[config.mk]
export PLATFORM = sky130hd
export DESIGN_NAME = dle_stx_etx_deframer_core
export DESIGN_NICKNAME = d
export VERILOG_FILES = /design/src/rtl/ddf_pkg.sv /design/src/rtl/ddf_front.sv /design/src/rtl/ddf_queue.sv /design/src/rtl/ddf_back.sv /design/src/rtl/dle_stx_etx_deframer_core.sv
export SDC_FILE = /design/constraint.sdc
export NUM_CORES = 1
export LEC_CHECK = 0
export BUFFER_PORTS_ARGS = -buffer_cell sky130_fd_sc_hd__buf_2
export CORE_MARGIN = 2
export CORE_UTILIZATION = 43
export CTS_BUF_LIST = sky130_fd_sc_hd__clkbuf_4 sky130_fd_sc_hd__clkbuf_8 sky130_fd_sc_hd__clkbuf_16
export DETAILED_ROUTE_END_ITERATION = 7
export GPL_TIMING_DRIVEN = 0
export SLEW_MARGIN = 20
export SYNTH_ARGS = -nofsm -noshare
export SYNTH_HDL_FRONTEND = slang
export SYNTH_SLANG_ARGS = --single-unit
[constraint.sdc]
create_clock -name clk -period 4.1 [get_ports clk]
set_clock_uncertainty 0.1 [all_clocks]
set_input_delay 0.205 -clock clk [delete_from_list [all_inputs] [get_ports clk]]
set_output_delay 0.205 -clock clk [all_outputs]
set_load 0.1 [all_outputs]
[src/rtl/ddf_pkg.sv]
// ----------------------------------------------------------------------------
// ddf_pkg
// Shared symbols, result kinds and queue entry type for the DLE/STX/ETX
// deframer.
// ----------------------------------------------------------------------------
package ddf_pkg;

    localparam logic [7:0] SYM_STX = 8'h02;
    localparam logic [7:0] SYM_ETX = 8'h03;
    localparam logic [7:0] SYM_DLE = 8'h10;
    localparam logic [7:0] ESC_STX = 8'h12;
    localparam logic [7:0] ESC_ETX = 8'h13;

    localparam int BYTE_W  = 8;
    localparam int COUNT_W = 11;
    localparam int KIND_W  = 2;

    localparam int QUEUE_DEPTH = 2;
    localparam int QUEUE_AW    = $clog2(QUEUE_DEPTH);
    localparam int QUEUE_CW    = $clog2(QUEUE_DEPTH + 1);

    localparam logic [COUNT_W-1:0] MAX_LENGTH_RST = 11'd1024;

    typedef enum logic [KIND_W-1:0] {
        KIND_DATA = 2'd0,
        KIND_OK   = 2'd1,
        KIND_CSUM = 2'd2,
        KIND_OVF  = 2'd3
    } kind_t;

    typedef struct packed {
        kind_t               kind;
        logic [BYTE_W-1:0]   data_byte;
        logic [COUNT_W-1:0]  position;
    } result_t;

endpackage

[src/rtl/ddf_front.sv]
// ----------------------------------------------------------------------------
// ddf_front
// Accepts raw link bytes, tracks frame state, undoes DLE stuffing and
// classifies each byte into a queue request.
// ----------------------------------------------------------------------------
module ddf_front
    import ddf_pkg::*;
#(
    parameter int MAX_FRAME = 1024
)
(
    input  logic                clk,
    input  logic                rst_n,
    input  logic                cfg_wen,
    input  logic [COUNT_W-1:0]  cfg_wdata,
    input  logic                accept,
    input  logic [BYTE_W-1:0]   rx_byte,
    output logic                push,
    output result_t             push_item
);

    logic [COUNT_W-1:0] max_length_reg;
    logic               in_frame_reg, in_frame_next;
    logic               esc_reg, esc_next;
    logic [COUNT_W-1:0] count_reg, count_next;
    logic [BYTE_W-1:0]  sum_reg, sum_next;
    logic [BYTE_W-1:0]  prev_reg, prev_next;
    logic               over_limit;
    logic [BYTE_W-1:0]  decoded;
    logic [BYTE_W-1:0]  body_sum;

    always_comb
    begin
        over_limit = (count_reg >= max_length_reg)
                  || ({21'd0, count_reg} >= 32'(MAX_FRAME));
        body_sum = sum_reg - prev_reg;
        decoded = rx_byte;
        if (esc_reg)
        begin
            if (rx_byte == ESC_STX)
                decoded = SYM_STX;
            else if (rx_byte == ESC_ETX)
                decoded = SYM_ETX;
        end
    end

    always_comb
    begin
        in_frame_next = in_frame_reg;
        esc_next      = esc_reg;
        count_next    = count_reg;
        sum_next      = sum_reg;
        prev_next     = prev_reg;
        push          = 1'b0;
        push_item     = '{kind: KIND_DATA, data_byte: '0, position: count_reg};
        if (accept)
        begin
            if (rx_byte == SYM_STX)
            begin
                in_frame_next = 1'b1;
                esc_next      = 1'b0;
                count_next    = '0;
                sum_next      = '0;
                prev_next     = '0;
            end
            else if (in_frame_reg)
            begin
                if (rx_byte == SYM_ETX)
                begin
                    push           = 1'b1;
                    push_item.kind = ((count_reg != '0) && (body_sum == prev_reg))
                                     ? KIND_OK : KIND_CSUM;
                    in_frame_next  = 1'b0;
                    esc_next       = 1'b0;
                end
                else if ((rx_byte == SYM_DLE) && !esc_reg)
                begin
                    esc_next = 1'b1;
                end
                else if (over_limit)
                begin
                    push           = 1'b1;
                    push_item.kind = KIND_OVF;
                    in_frame_next  = 1'b0;
                    esc_next       = 1'b0;
                end
                else
                begin
                    push                = 1'b1;
                    push_item.data_byte = decoded;
                    esc_next            = 1'b0;
                    count_next          = count_reg + 1'b1;
                    sum_next            = sum_reg + decoded;
                    prev_next           = decoded;
                end
            end
        end
    end

    always_ff @(posedge clk or negedge rst_n)
    begin
        if (!rst_n)
        begin
            max_length_reg <= MAX_LENGTH_RST;
            in_frame_reg   <= 1'b0;
            esc_reg        <= 1'b0;
            count_reg      <= '0;
            sum_reg        <= '0;
            prev_reg       <= '0;
        end
        else
        begin
            if (cfg_wen)
                max_length_reg <= cfg_wdata;
            in_frame_reg <= in_frame_next;
            esc_reg      <= esc_next;
            count_reg    <= count_next;
            sum_reg      <= sum_next;
            prev_reg     <= prev_next;
        end
    end

endmodule

[src/rtl/ddf_queue.sv]
// ----------------------------------------------------------------------------
// ddf_queue
// Short result queue between the classifying front and the output stage.
// ----------------------------------------------------------------------------
module ddf_queue
    import ddf_pkg::*;
(
    input  logic     clk,
    input  logic     rst_n,
    input  logic     push,
    input  result_t  push_item,
    output logic     full,
    input  logic     pop,
    output logic     not_empty,
    output result_t  head_item
);

    result_t               mem_reg [QUEUE_DEPTH];
    logic [QUEUE_AW-1:0]   wr_ptr_reg, wr_ptr_next;
    logic [QUEUE_AW-1:0]   rd_ptr_reg, rd_ptr_next;
    logic [QUEUE_CW-1:0]   count_reg, count_next;

    assign full      = (count_reg == QUEUE_CW'(QUEUE_DEPTH));
    assign not_empty = (count_reg != '0);
    assign head_item = mem_reg[rd_ptr_reg];

    always_comb
    begin
        wr_ptr_next = wr_ptr_reg;
        rd_ptr_next = rd_ptr_reg;
        count_next  = count_reg;
        if (push)
            wr_ptr_next = (wr_ptr_reg == QUEUE_AW'(QUEUE_DEPTH - 1)) ? '0 : wr_ptr_reg + 1'b1;
        if (pop)
            rd_ptr_next = (rd_ptr_reg == QUEUE_AW'(QUEUE_DEPTH - 1)) ? '0 : rd_ptr_reg + 1'b1;
        if (push && !pop)
            count_next = count_reg + 1'b1;
        else if (pop && !push)
            count_next = count_reg - 1'b1;
    end

    always_ff @(posedge clk)
    begin
        if (push)
            mem_reg[wr_ptr_reg] <= push_item;
    end

    always_ff @(posedge clk or negedge rst_n)
    begin
        if (!rst_n)
        begin
            wr_ptr_reg <= '0;
            rd_ptr_reg <= '0;
            count_reg  <= '0;
        end
        else
        begin
            wr_ptr_reg <= wr_ptr_next;
            rd_ptr_reg <= rd_ptr_next;
            count_reg  <= count_next;
        end
    end

endmodule

[src/rtl/ddf_back.sv]
// ----------------------------------------------------------------------------
// ddf_back
// Output stage: drains the result queue into a registered stream master.
// ----------------------------------------------------------------------------
module ddf_back
    import ddf_pkg::*;
(
    input  logic     clk,
    input  logic     rst_n,
    input  logic     q_not_empty,
    input  result_t  q_head,
    output logic     pop,
    output logic     out_valid,
    input  logic     out_ready,
    output result_t  out_item
);

    logic     valid_reg, valid_next;
    result_t  item_reg;

    assign pop        = q_not_empty && (!valid_reg || out_ready);
    assign out_valid  = valid_reg;
    assign out_item   = item_reg;

    always_comb
    begin
        valid_next = valid_reg;
        if (pop)
            valid_next = 1'b1;
        else if (out_ready)
            valid_next = 1'b0;
    end

    always_ff @(posedge clk)
    begin
        if (pop)
            item_reg <= q_head;
    end

    always_ff @(posedge clk or negedge rst_n)
    begin
        if (!rst_n)
            valid_reg <= 1'b0;
        else
            valid_reg <= valid_next;
    end

endmodule

[src/rtl/dle_stx_etx_deframer_core.sv]
// ----------------------------------------------------------------------------
// dle_stx_etx_deframer_core
// Receives DLE-stuffed STX/ETX frames one byte per cycle while the queue has
// room and emits decoded bytes, frame-ok, checksum-error and overflow results.
// ----------------------------------------------------------------------------
// Each result is stored in the result queue, then in the output register.
// Throughput: 1 byte per cycle while the result queue is not full; the
// 2-entry result queue absorbs output stalls.
// Reset: asynchronous; frame state, queue and output cleared, max_length 1024.
module dle_stx_etx_deframer_core
    import ddf_pkg::*;
#(
    parameter int MAX_FRAME = 1024
)
(
    input  logic         clk,
    input  logic         rst_n,
    input  logic         cfg_wen,
    input  logic [10:0]  cfg_wdata,
    input  logic         s_axis_tvalid,
    output logic         s_axis_tready,
    input  logic [7:0]   s_axis_tdata,   // [7:0] rx_byte
    output logic         m_axis_tvalid,
    input  logic         m_axis_tready,
    output logic [23:0]  m_axis_tdata,   // [7:0] data_byte, [18:8] position, zero fill
    output logic [1:0]   m_axis_tuser    // [1:0] kind
);

    logic     accept;
    logic     push;
    result_t  push_item;
    logic     q_full;
    logic     q_not_empty;
    logic     pop;
    result_t  q_head;
    result_t  out_item;

    assign s_axis_tready = !q_full;
    assign accept        = s_axis_tvalid && s_axis_tready;

    ddf_front #(
        .MAX_FRAME (MAX_FRAME)
    ) u_front (
        .clk       (clk),
        .rst_n     (rst_n),
        .cfg_wen   (cfg_wen),
        .cfg_wdata (cfg_wdata),
        .accept    (accept),
        .rx_byte   (s_axis_tdata),
        .push      (push),
        .push_item (push_item)
    );

    ddf_queue u_queue (
        .clk       (clk),
        .rst_n     (rst_n),
        .push      (push),
        .push_item (push_item),
        .full      (q_full),
        .pop       (pop),
        .not_empty (q_not_empty),
        .head_item (q_head)
    );

    ddf_back u_back (
        .clk         (clk),
        .rst_n       (rst_n),
        .q_not_empty (q_not_empty),
        .q_head      (q_head),
        .pop         (pop),
        .out_valid   (m_axis_tvalid),
        .out_ready   (m_axis_tready),
        .out_item    (out_item)
    );

    assign m_axis_tdata = {5'd0, out_item.position, out_item.data_byte};
    assign m_axis_tuser = out_item.kind;

endmodule
======== Word-level counts from Yosys, hierarchy flattened ========
Memories as Yosys holds them, arrays and structs flattened. A register that Yosys moved wholly into a read port is not among the register bits.
Cells that the tools add are included.
operators by class
  magnitude comparators ................... 2
  equal/unequal tests ..................... 10
  reductions and logical operators ........ 20
  add/sub/neg operators ................... 7
  multiplexer cells ....................... 49
operator list
  cell                   count
  $mux 8                 15
  $mux 11                5
  $mux 10                4
  $eq 8x5->1 const B     3
  $mux 1                 20
  $eq 8x2->1 const B     2
  $add 11x1->11 const B  1
  $ge 11x11->1           1
  $ge 11x11->1 const B   1
  $reduce_bool 11->1     1
  $mux 2                 5
  $add 8x8->8            1
  $eq 8x8->1             1
  $reduce_bool 2->1      4
  $sub 8x8->8            1
  $logic_and 1x1->1      6
  $logic_not 1->1        5
  $reduce_and 5->1       1
  $ne 2x1->1 const B     2
  $add 1x1->1 const B    2
  $add 2x1->2 const B    1
  $eq 2x2->1 const B     1
  $logic_or 1x1->1       2
  $ne 2x2->1 const B     1
  other kinds (2)        2
word-level totals
  output and inout port bits .............. 28
  memories kept ........................... 1
  register bits after elaboration ......... 45
  input port bits ......................... 24
  RAM bits ................................ 42
memory list
  name             depth  width  read ports  clocked after memory_dff  wr ports  line             RTL
  u_queue.mem_reg  2      21     1           1                         1         ddf_queue.sv:18  result_t mem_reg [QUEUE_DEPTH];

======== Depth between registers and ports, before layout ========
Gate-level depths: netlist (run 1).
  depth in word-level cells ............... 11
  gate-level depth with buffers ........... 11
  gate-level depth less buffers ........... 11

======== By module ========
A second synthesis (run 1) with hierarchy kept.
second synthesis, totals
  cell total of the unflattened synthesis .. 432
  area total of the unflattened synthesis .. 5,248.8 um^2
modules (own cells, without submodules)
  module                     cells each  area each (um^2)  times used  seq. area each (um^2)
  ddf_front                  318         2,813.9           1           977.2
  ddf_queue                  81          1,709.1           1           1,361.3
  ddf_back                   25          674.4             1           655.6
  dle_stx_etx_deframer_core  8           51.3              1           0.0

======== Worst setup path after synthesis (run 1) ========
No wires, ideal clock.
  kind .................................... reg-to-reg
  start ................................... reg u_queue.count_reg[0]
  end ..................................... mem u_queue.mem_reg[0][0] (netlist name), enable pin
  required time ........................... 3,575 ps
  period minus slack after synthesis ...... 3,604 ps
  path slack .............................. 496 ps
  data arrival time ....................... 3,079 ps
  cell stages (with the launch flop) ...... 4
  setup time .............................. 425 ps
  cell sequence ........................... dfrtp_1 > nand2b_1 > nand3_1 > nor3_1
on the way
  word-level cells in the longest chain between the ends .. 6
RTL lines
  item                          line                             RTL
  start: declaration            ddf_queue.sv:21                  logic [QUEUE_CW-1:0] count_reg, count_next;
  start signal: assignment      ddf_queue.sv:60                  count_reg <= count_next;
  $eq 2x2->1                    ddf_queue.sv:23                  assign full = (count_reg == QUEUE_CW'(QUEUE_DEPTH));
  $logic_not 1->1               dle_stx_etx_deframer_core.sv:38  assign s_axis_tready = !q_full;
  named net s_axis_tready       dle_stx_etx_deframer_core.sv:21  output logic s_axis_tready,
  $logic_and 1x1->1             dle_stx_etx_deframer_core.sv:39  assign accept = s_axis_tvalid && s_axis_tready;
  $mux 1                        ddf_front.sv:56                  if (accept)
  $mux 1                        ddf_queue.sv:44                  if (push)
  $mux 1 (implied by the code)  ddf_queue.sv:45                  mem_reg[wr_ptr_reg] <= push_item;
  end: declaration              ddf_queue.sv:18
The timed path passes the listed nets, and every way through them passes these cells.

==> results of run 1 <==
==> worst min path at each step <==
stage	from	end	slack [ns]	cells past startpoint
after floorplan	rst_n	u_back.out_valid	-0.19	0
after global placement	cfg_wdata[5]	u_front.max_length_reg[5]	0.32	3
after detailed placement	cfg_wdata[9]	u_front.max_length_reg[9]	0.32	3
after CTS	cfg_wen	u_front.max_length_reg[0]	0.02	2
after global routing	cfg_wen	u_front.max_length_reg[0]	0.02	2
final	m_axis_tready	u_back.out_valid	0.02	3
==> power by group <==
group / internal (mW) / leakage (nW) / switching (mW)
logic: 0.232 / 1.33 / 0.761
registers: 1.27 / 1.12 / 0.0436
clock network: 0.425 / 0.142 / 0.423
==> synth_stat cells (all sizes together) (6+ instances only) <==
| cell | instances | area share [%] |
|---|---|---|
| edfxtp | 63 | 36 |
| dfrtp | 43 | 21 |
| nand2 | 34 | 2.4 |
| inv | 29 | 2.1 |
| ha | 28 | 6.7 |
| nor2 | 26 | 1.9 |
| mux2 | 23 | 4.9 |
| o21ai | 22 | 2.1 |
| and3 | 18 | 2.1 |
| a21oi | 13 | 1.3 |
| xnor2 | 12 | 2.0 |
| clkbuf | 11 | 0.79 |
| nand3 | 11 | 1.0 |
| buf | 10 | 1.1 |
| xor2 | 8 | 1.5 |
| a21o | 6 | 0.86 |
| nand4 | 6 | 0.72 |
| nor3 | 6 | 0.57 |
==> repair_timing <==
| item | CTS | global route |
|---|---|---|
| hold buffers | 12 | 0 |
| gates resized for setup | 0 | 0 |
| endpoints found under the hold margin | 54 | 0 |
==> cell families (layout without fill, tap and decap cells) <==
kind of cell,count (synthesis),in the layout,synth area share (%)
mux,24,24,5.13
buf+inv,50,126,4.01
compound gates,75,75,9.70
flops,107,107,57.1
fa+ha+maj,30,30,7.44
xor+xnor,20,20,3.48
other cells,1,5,0.0715
simple gates,130,130,13.1
==> layer usage <==
| metal | routed length, um | part of all wire [%] |
|---|---|---|
| met3 | 525 | 5.0 |
| met2 | 4800 | 46 |
| met4 | 280 | 2.7 |
| met5 | 0 | 0 |
| met1 | 4830 | 46 |
==> layout by cell type, fill, tap and decap left out, types with 18 or more instances in the layout <==
master / netlist / final
sky130_fd_sc_hd__inv_1: 29 / 29
sky130_fd_sc_hd__nor2_1: 26 / 26
sky130_fd_sc_hd__nand2_1: 34 / 34
sky130_fd_sc_hd__ha_1: 28 / 28
sky130_fd_sc_hd__edfxtp_1: 63 / 63
sky130_fd_sc_hd__dfrtp_1: 43 / 43
sky130_fd_sc_hd__buf_2: 3 / 48
sky130_fd_sc_hd__mux2_2: 23 / 23
sky130_fd_sc_hd__o21ai_0: 19 / 19
sky130_fd_sc_hd__and3_1: 18 / 18
==> worst max-delay path, cell delays in order, from the launching register on <==
cell and delay, ns:
sky130_fd_sc_hd__dfrtp_1 0.40, sky130_fd_sc_hd__ha_1 0.23, sky130_fd_sc_hd__fa_1 0.41, sky130_fd_sc_hd__nand2b_1 0.20, sky130_fd_sc_hd__a21oi_2 0.14, sky130_fd_sc_hd__xnor2_1 0.09, sky130_fd_sc_hd__or4_4 0.53, sky130_fd_sc_hd__or4_1 0.40
sky130_fd_sc_hd__a21oi_1 0.23
==> layout make-up <==
class | count | area, um^2 | area share, %
buffer | 21 | 101 | 1.66
multi-input combinational | 284 | 2060 | 33.8
clock inverter | 7 | 60.1 | 0.983
tap | 147 | 184 | 3.01
clock buffer | 9 | 225 | 3.68
inverter | 29 | 109 | 1.78
sequential | 107 | 2990 | 49.0
timing repair buffer | 60 | 375 | 6.14
==> impl_metrics.env, run 1 <==
export IMPL_finalCritPeriodShare_pct=71.0
export IMPL_number_of_primary_i_o_pins=52
export IMPL_critical_path_endpoint_type="register"
export IMPL_wl_per_cell_um=15.7
export IMPL_max_slew_margin_pct=30.2
export IMPL_core_rowCount=40
export IMPL_critical_path_startpoint="u_front.prev_reg[0]"
export IMPL_clk_path_buf_depth=2
export IMPL_clk_pin_slew_ns=0.08
export IMPL_slew_at_the_pin_closest_to_its_max_slew_limit_ns=1.04
export IMPL_worst_setup_path_type="register to register"
export IMPL_grt_met3_usage_pct=4.18
export IMPL_layout_cells_non_filler=664
export IMPL_fin_setup_tns_ns=0
export IMPL_antenna_violating_nets_post_route=0
export IMPL_finalWorstSetupSlack_ns=1.19
export IMPL_crit_path_start_kind="register"
export IMPL_launch_instance_of_the_worst_register_to_register_path="u_front.prev_reg[0]"
export IMPL_run_status="finished clean"
export IMPL_critical_path_reg2reg_endpoint="u_queue.mem_reg[1][19]"
export IMPL_critical_path_endpoint="u_queue.mem_reg[1][19]"
export IMPL_antenna_diode_count=0
export IMPL_async_flop_share_pct=41.1
export IMPL_largest_register_ff_count=42
export IMPL_drc_errors=0
export IMPL_routed_wire_length_um=10400
export IMPL_max_cap_violations=0
export IMPL_cts_root_buf="sky130_fd_sc_hd__clkbuf_16"
export IMPL_grt_use_total_pct=17.3
export IMPL_synthToLayoutAreaGrowth_pct=16.5
export IMPL_postSynthRegisterBits=107
export IMPL_synth_lib_cells_used_distinct=57
export IMPL_synthCells=437
export IMPL_postCtsSetupBuffers=0
export IMPL_chipHeight_um=114
export IMPL_finalSetupViolations=0
export IMPL_num_nets_final=566
export IMPL_dp_hpwl_um=7520
export IMPL_synth_edf_count=63
export IMPL_starting_density_of_the_core_pct=43.9
export IMPL_clkSinkCount=107
export IMPL_insertion_delay_ns=0.35
export IMPL_initial_antenna_violation_count=0
export IMPL_fill_cells=1054
export IMPL_placement_setup_worst_slack_ns=1.19
export IMPL_vias=3549
export IMPL_rsz0062_at_grt="false"
export IMPL_finalPower_mw=3.16
export IMPL_iter_0_drt_violations=311
export IMPL_worst_endpoint_arrival_ns=2.99
export IMPL_io_buffer_count=46
export IMPL_final_area_um2=6110
export IMPL_power_per_cell_area_nw_per_um2=517
export IMPL_drtPass1Iterations=5
export IMPL_grt_first_pass_wirelength_um=17300
export IMPL_worstPathRequired_ns=4.18
export IMPL_design_core_area_um2=12000
export IMPL_timing_hold_ws_ns=0.0200
export IMPL_postLayoutCoreUtil_pct=51.1
export IMPL_grt_max_degree=45
export IMPL_vdd_drop_max_v=0.000172
export IMPL_highest_fanout_seen_on_the_critical_path=3
export IMPL_via_count_of_the_first_global_routing_pass=3512
export IMPL_cts_h_tree_lvls=3
export IMPL_netlist_area_um2=5250
export IMPL_timing_reg2reg_setup_slack_ns=1.19
export IMPL_report_final_slew_viol_count=0
export IMPL_ratio_of_cells_with_drive_above_1_in_the_final_layout_pct=20.7
export IMPL_tritoncts="done"
export IMPL_place_inst=636
export IMPL_global_route_peak_usage_layer="met2"
export IMPL_min_path_type="primary input to register"
export IMPL_grt_met1_usage_pct=23.1
export IMPL_post_route_min_period_ns=2.91
export IMPL_synth_warning_count=0
export IMPL_timing_final_hold_violations=0
export IMPL_die_outline_width_um=114
export IMPL_grt_met2_usage_pct=26.6
export IMPL_leakagePower_nw=2.60
export IMPL_die_footprint_um2=13100
export IMPL_synth_flop_cell="sky130_fd_sc_hd__edfxtp_1"
export IMPL_post_synth_cell_area_avg_um2=12.0
export IMPL_post_detailed_placement_cell_area_um2=5700
export IMPL_clock_fmax_mhz=343
export IMPL_ys_seq_area_share_pct=57.1
export IMPL_grt_overflow_total=0
export IMPL_place_congestion=0.879
export IMPL_r2r_worst_path_cells=8
export IMPL_numCtsBuffers=9
export IMPL_route_detailed_vias_per_inst=5.34
(Power assumes the default switching activity.)
==> inputs of run 2 (changes only) <==
--- a/config.mk
+++ b/config.mk
@@ -5,6 +5,7 @@
 export SDC_FILE = /design/constraint.sdc
 export NUM_CORES = 1
 export LEC_CHECK = 0
+export ABC_AREA = 1
 export BUFFER_PORTS_ARGS = -buffer_cell sky130_fd_sc_hd__buf_2
 export CORE_MARGIN = 2
 export CORE_UTILIZATION = 43
==> constraint.sdc (replaced) <==
create_clock -name clk -period 2.7 [get_ports clk]
set_clock_uncertainty 0.1 [all_clocks]
set_input_delay 0.135 -clock clk [delete_from_list [all_inputs] [get_ports clk]]
set_output_delay 0.135 -clock clk [all_outputs]
set_load 0.1 [all_outputs]
==> impl_metrics.env, run 2 <==
export IMPL_initial_antenna_violation_count=0
export IMPL_antenna_violating_nets_post_route=0
export IMPL_netlist_area_um2=5500
export IMPL_fill_cells=1183
export IMPL_grt_first_pass_wirelength_um=18600
export IMPL_cts_root_buf="sky130_fd_sc_hd__clkbuf_16"
export IMPL_r2r_worst_path_cells=10
export IMPL_finalCritPeriodShare_pct=93.7
export IMPL_area_contributors_post_synth="sky130_fd_sc_hd__edfxtp_1 34%, sky130_fd_sc_hd__dfrtp_1 20%, sky130_fd_sc_hd__nand2_1 12%"
export IMPL_fin_setup_tns_ns=0
export IMPL_drtPass1Iterations=4
export IMPL_finalWorstSetupSlack_ns=0.171
export IMPL_ys_seq_area_share_pct=54.4
export IMPL_insertion_delay_ns=0.35
export IMPL_route_detailed_vias_per_inst=4.78
export IMPL_crit_path_frequent_cell="sky130_fd_sc_hd__nor2_1"
export IMPL_synthToLayoutAreaGrowth_pct=17.7
export IMPL_synth_top_area_share_pct=34.4
export IMPL_timing_final_hold_violations=0
export IMPL_leakagePower_nw=3.11
export IMPL_placement_setup_worst_slack_ns=0.0712
export IMPL_clk_path_buf_depth=2
export IMPL_grt_max_degree=45
export IMPL_seqCellArea_um2=2990
export IMPL_routed_wire_length_um=10900
export IMPL_finalPower_mw=6.98
export IMPL_timing_hold_ws_ns=0.0506
export IMPL_via_count_of_the_first_global_routing_pass=3878
export IMPL_layout_common_cells="176 x sky130_fd_sc_hd__nand2_1, 66 x sky130_fd_sc_hd__inv_1, 63 x sky130_fd_sc_hd__edfxtp_1"
export IMPL_synth_edf_count=63
export IMPL_rsz0062_at_grt="false"
export IMPL_die_footprint_um2=13700
export IMPL_max_slew_margin_pct=50.0
export IMPL_design_core_area_um2=12600
export IMPL_slew_at_the_pin_closest_to_its_max_slew_limit_ns=0.748
export IMPL_number_of_primary_i_o_pins=52
export IMPL_wl_per_cell_um=12.7
export IMPL_largest_register_ff_count=42
export IMPL_clock_fmax_mhz=395
export IMPL_power_frac_seq_pct=33.5
export IMPL_die_outline_width_um=117
export IMPL_synth_lib_cells_used_distinct=34
export IMPL_multi_input_comb_area_um2=2170
export IMPL_drc_errors=0
export IMPL_critical_path_max_stage_delay_ns=0.53
export IMPL_iter_0_drt_violations=273
export IMPL_highest_fanout_seen_on_the_critical_path=3
export IMPL_pwr_share_clk_pct=18.2
export IMPL_timing_reg2reg_setup_slack_ns=0.17
export IMPL_worst_hold_path_num_cells=3
export IMPL_cell_internal_pwr_mw=3.68
export IMPL_grt_use_total_pct=17.6
export IMPL_yosys_top_cells_count="177 x sky130_fd_sc_hd__nand2_1, 66 x sky130_fd_sc_hd__inv_1, 63 x sky130_fd_sc_hd__edfxtp_1"
export IMPL_clkSinkCount=107
export IMPL_mostFrequentLayoutCell="sky130_fd_sc_hd__nand2_1"
export IMPL_switchingPower_mw=3.30
export IMPL_post_route_min_period_ns=2.53
export IMPL_critical_path_depth=10
export IMPL_vdd_drop_max_v=0.000428
export IMPL_worst_endpoint_arrival_ns=2.53
export IMPL_finalSetupViolations=0
export IMPL_layout_cells_non_filler=858
export IMPL_postSynthRegisterBits=107
export IMPL_vias=4098
export IMPL_share_comb_of_total_power_pct=48.3
export IMPL_synthMostInstantiatedCell="sky130_fd_sc_hd__nand2_1"
export IMPL_run_status="finished clean"
export IMPL_synth_flop_cell="sky130_fd_sc_hd__edfxtp_1"
export IMPL_io_buffer_count=46
export IMPL_crit_path_cell_trace="ha_1 -> fa_2 -> xor2_1 -> nand2_1 -> nor2_1 -> nand3_1 -> nor2_1 -> nand4_1 -> nor2_1 -> nor2_1"
export IMPL_starting_density_of_the_core_pct=43.8
export IMPL_ratio_of_cells_with_drive_above_1_in_the_final_layout_pct=13.1
export IMPL_num_nets_final=735
export IMPL_final_area_um2=6480
export IMPL_numCtsBuffers=9
export IMPL_synth_warning_count=0
export IMPL_place_congestion=0.869
export IMPL_grt_overflow_total=0
export IMPL_switching_share_pct=47.3
export IMPL_max_cap_violations=0
export IMPL_critical_path_s_slowest_cell="sky130_fd_sc_hd__fa_2"
export IMPL_cts_h_tree_lvls=3
export IMPL_min_path_type="primary input to register"
export IMPL_post_detailed_placement_cell_area_um2=5980
export IMPL_worst_setup_path_type="register to register"
export IMPL_chipHeight_um=117
export IMPL_crit_path_start_kind="register"
export IMPL_dp_hpwl_um=7950
export IMPL_critical_path_endpoint_type="register"
export IMPL_postLayoutCoreUtil_pct=51.5
export IMPL_report_final_slew_viol_count=0
export IMPL_synthCells=601
export IMPL_crit_family="simple AND/OR/NAND/NOR gates"
export IMPL_power_per_cell_area_nw_per_um2=1080
export IMPL_critical_path_buf_inv_count=0
export IMPL_place_inst=823
export IMPL_async_flop_share_pct=41.1
export IMPL_clk_pin_slew_ns=0.08
export IMPL_worstPathRequired_ns=2.70
export IMPL_post_synth_cell_area_avg_um2=9.16
export IMPL_core_rowCount=41
export IMPL_tritoncts="done"
export IMPL_antenna_diode_count=0
export IMPL_netlist_top_cell_by_area="sky130_fd_sc_hd__edfxtp_1"
-- run 2: cell type report --
cell class / count / share of cell area, %
Buffer: 29 / 2.28
Clock buffer: 9 / 3.48
Clock inverter: 7 / 0.889
Inverter: 66 / 3.83
Multi-Input combinational cell: 403 / 33.5
Sequential cell: 107 / 46.2
Tap cell: 172 / 3.32
Timing Repair Buffer: 65 / 6.49
-- run 2: worst paths after layout --
check	from	endpoint
max	u_front.prev_reg[0]	u_queue.mem_reg[1][20]
min	s_axis_tdata[6]	u_front.prev_reg[6]
max reg2reg	u_front.prev_reg[0]	u_queue.mem_reg[1][20]
min reg2reg	u_queue.count_reg[0]	u_queue.count_reg[0]
max in group asynchronous	rst_n	u_front.count_reg[3]
min in group asynchronous	rst_n	u_front.prev_reg[3]
-- run 2: timing repair --
action / 4_1_cts / 5_1_grt
gates resized for setup: 0 / 3
hold endpoints to repair: 59 / 0
buffers inserted: 0 / 1
endpoints found under the setup margin: 0 / 16
hold buffers: 18 / 0
-- run 2: power groups by stage --
stage	Clock [mW]	Sequential (mW)	Combinational [mW]
detailed placement	0	2.38	3.33
finish	1.27	2.34	3.37
floorplan	0	3.42	1.70
global placement	0	2.37	3.26
CTS	1.30	2.34	3.37
global route	1.37	2.39	3.75
-- run 2: cells by family after synthesis --
kind of cell             share of synthesized area [%]
multiplexers                                     0.205
buffers and inverters                             7.19
flip-flops                                        54.4
AND/OR/NAND/NOR                                   23.4
XOR/XNOR                                          3.66
adder cells (fa/ha/maj)                           7.09
other                                           0.0681
AO/OA/AOI/OAI                                     4.02
-- run 2: worst register-to-register path, cell delays in order (launching register included) --
cell and delay [ns]:
sky130_fd_sc_hd__dfrtp_1 0.42, sky130_fd_sc_hd__ha_1 0.25, sky130_fd_sc_hd__fa_2 0.53, sky130_fd_sc_hd__xor2_1 0.14, sky130_fd_sc_hd__nand2_1 0.07, sky130_fd_sc_hd__nor2_1 0.15
sky130_fd_sc_hd__nand3_1 0.09, sky130_fd_sc_hd__nor2_1 0.13, sky130_fd_sc_hd__nand4_1 0.20, sky130_fd_sc_hd__nor2_1 0.14, sky130_fd_sc_hd__nor2_1 0.06
-- run 2: routing by layer --
metal	global-route usage, %	wire length, um	vias to the layer above
met3	3.60	412	13
met5	0	0	-
li1	-	-	2107
met4	5.65	158	0
met2	29.4	5200	86
met1	23.3	5130	1892
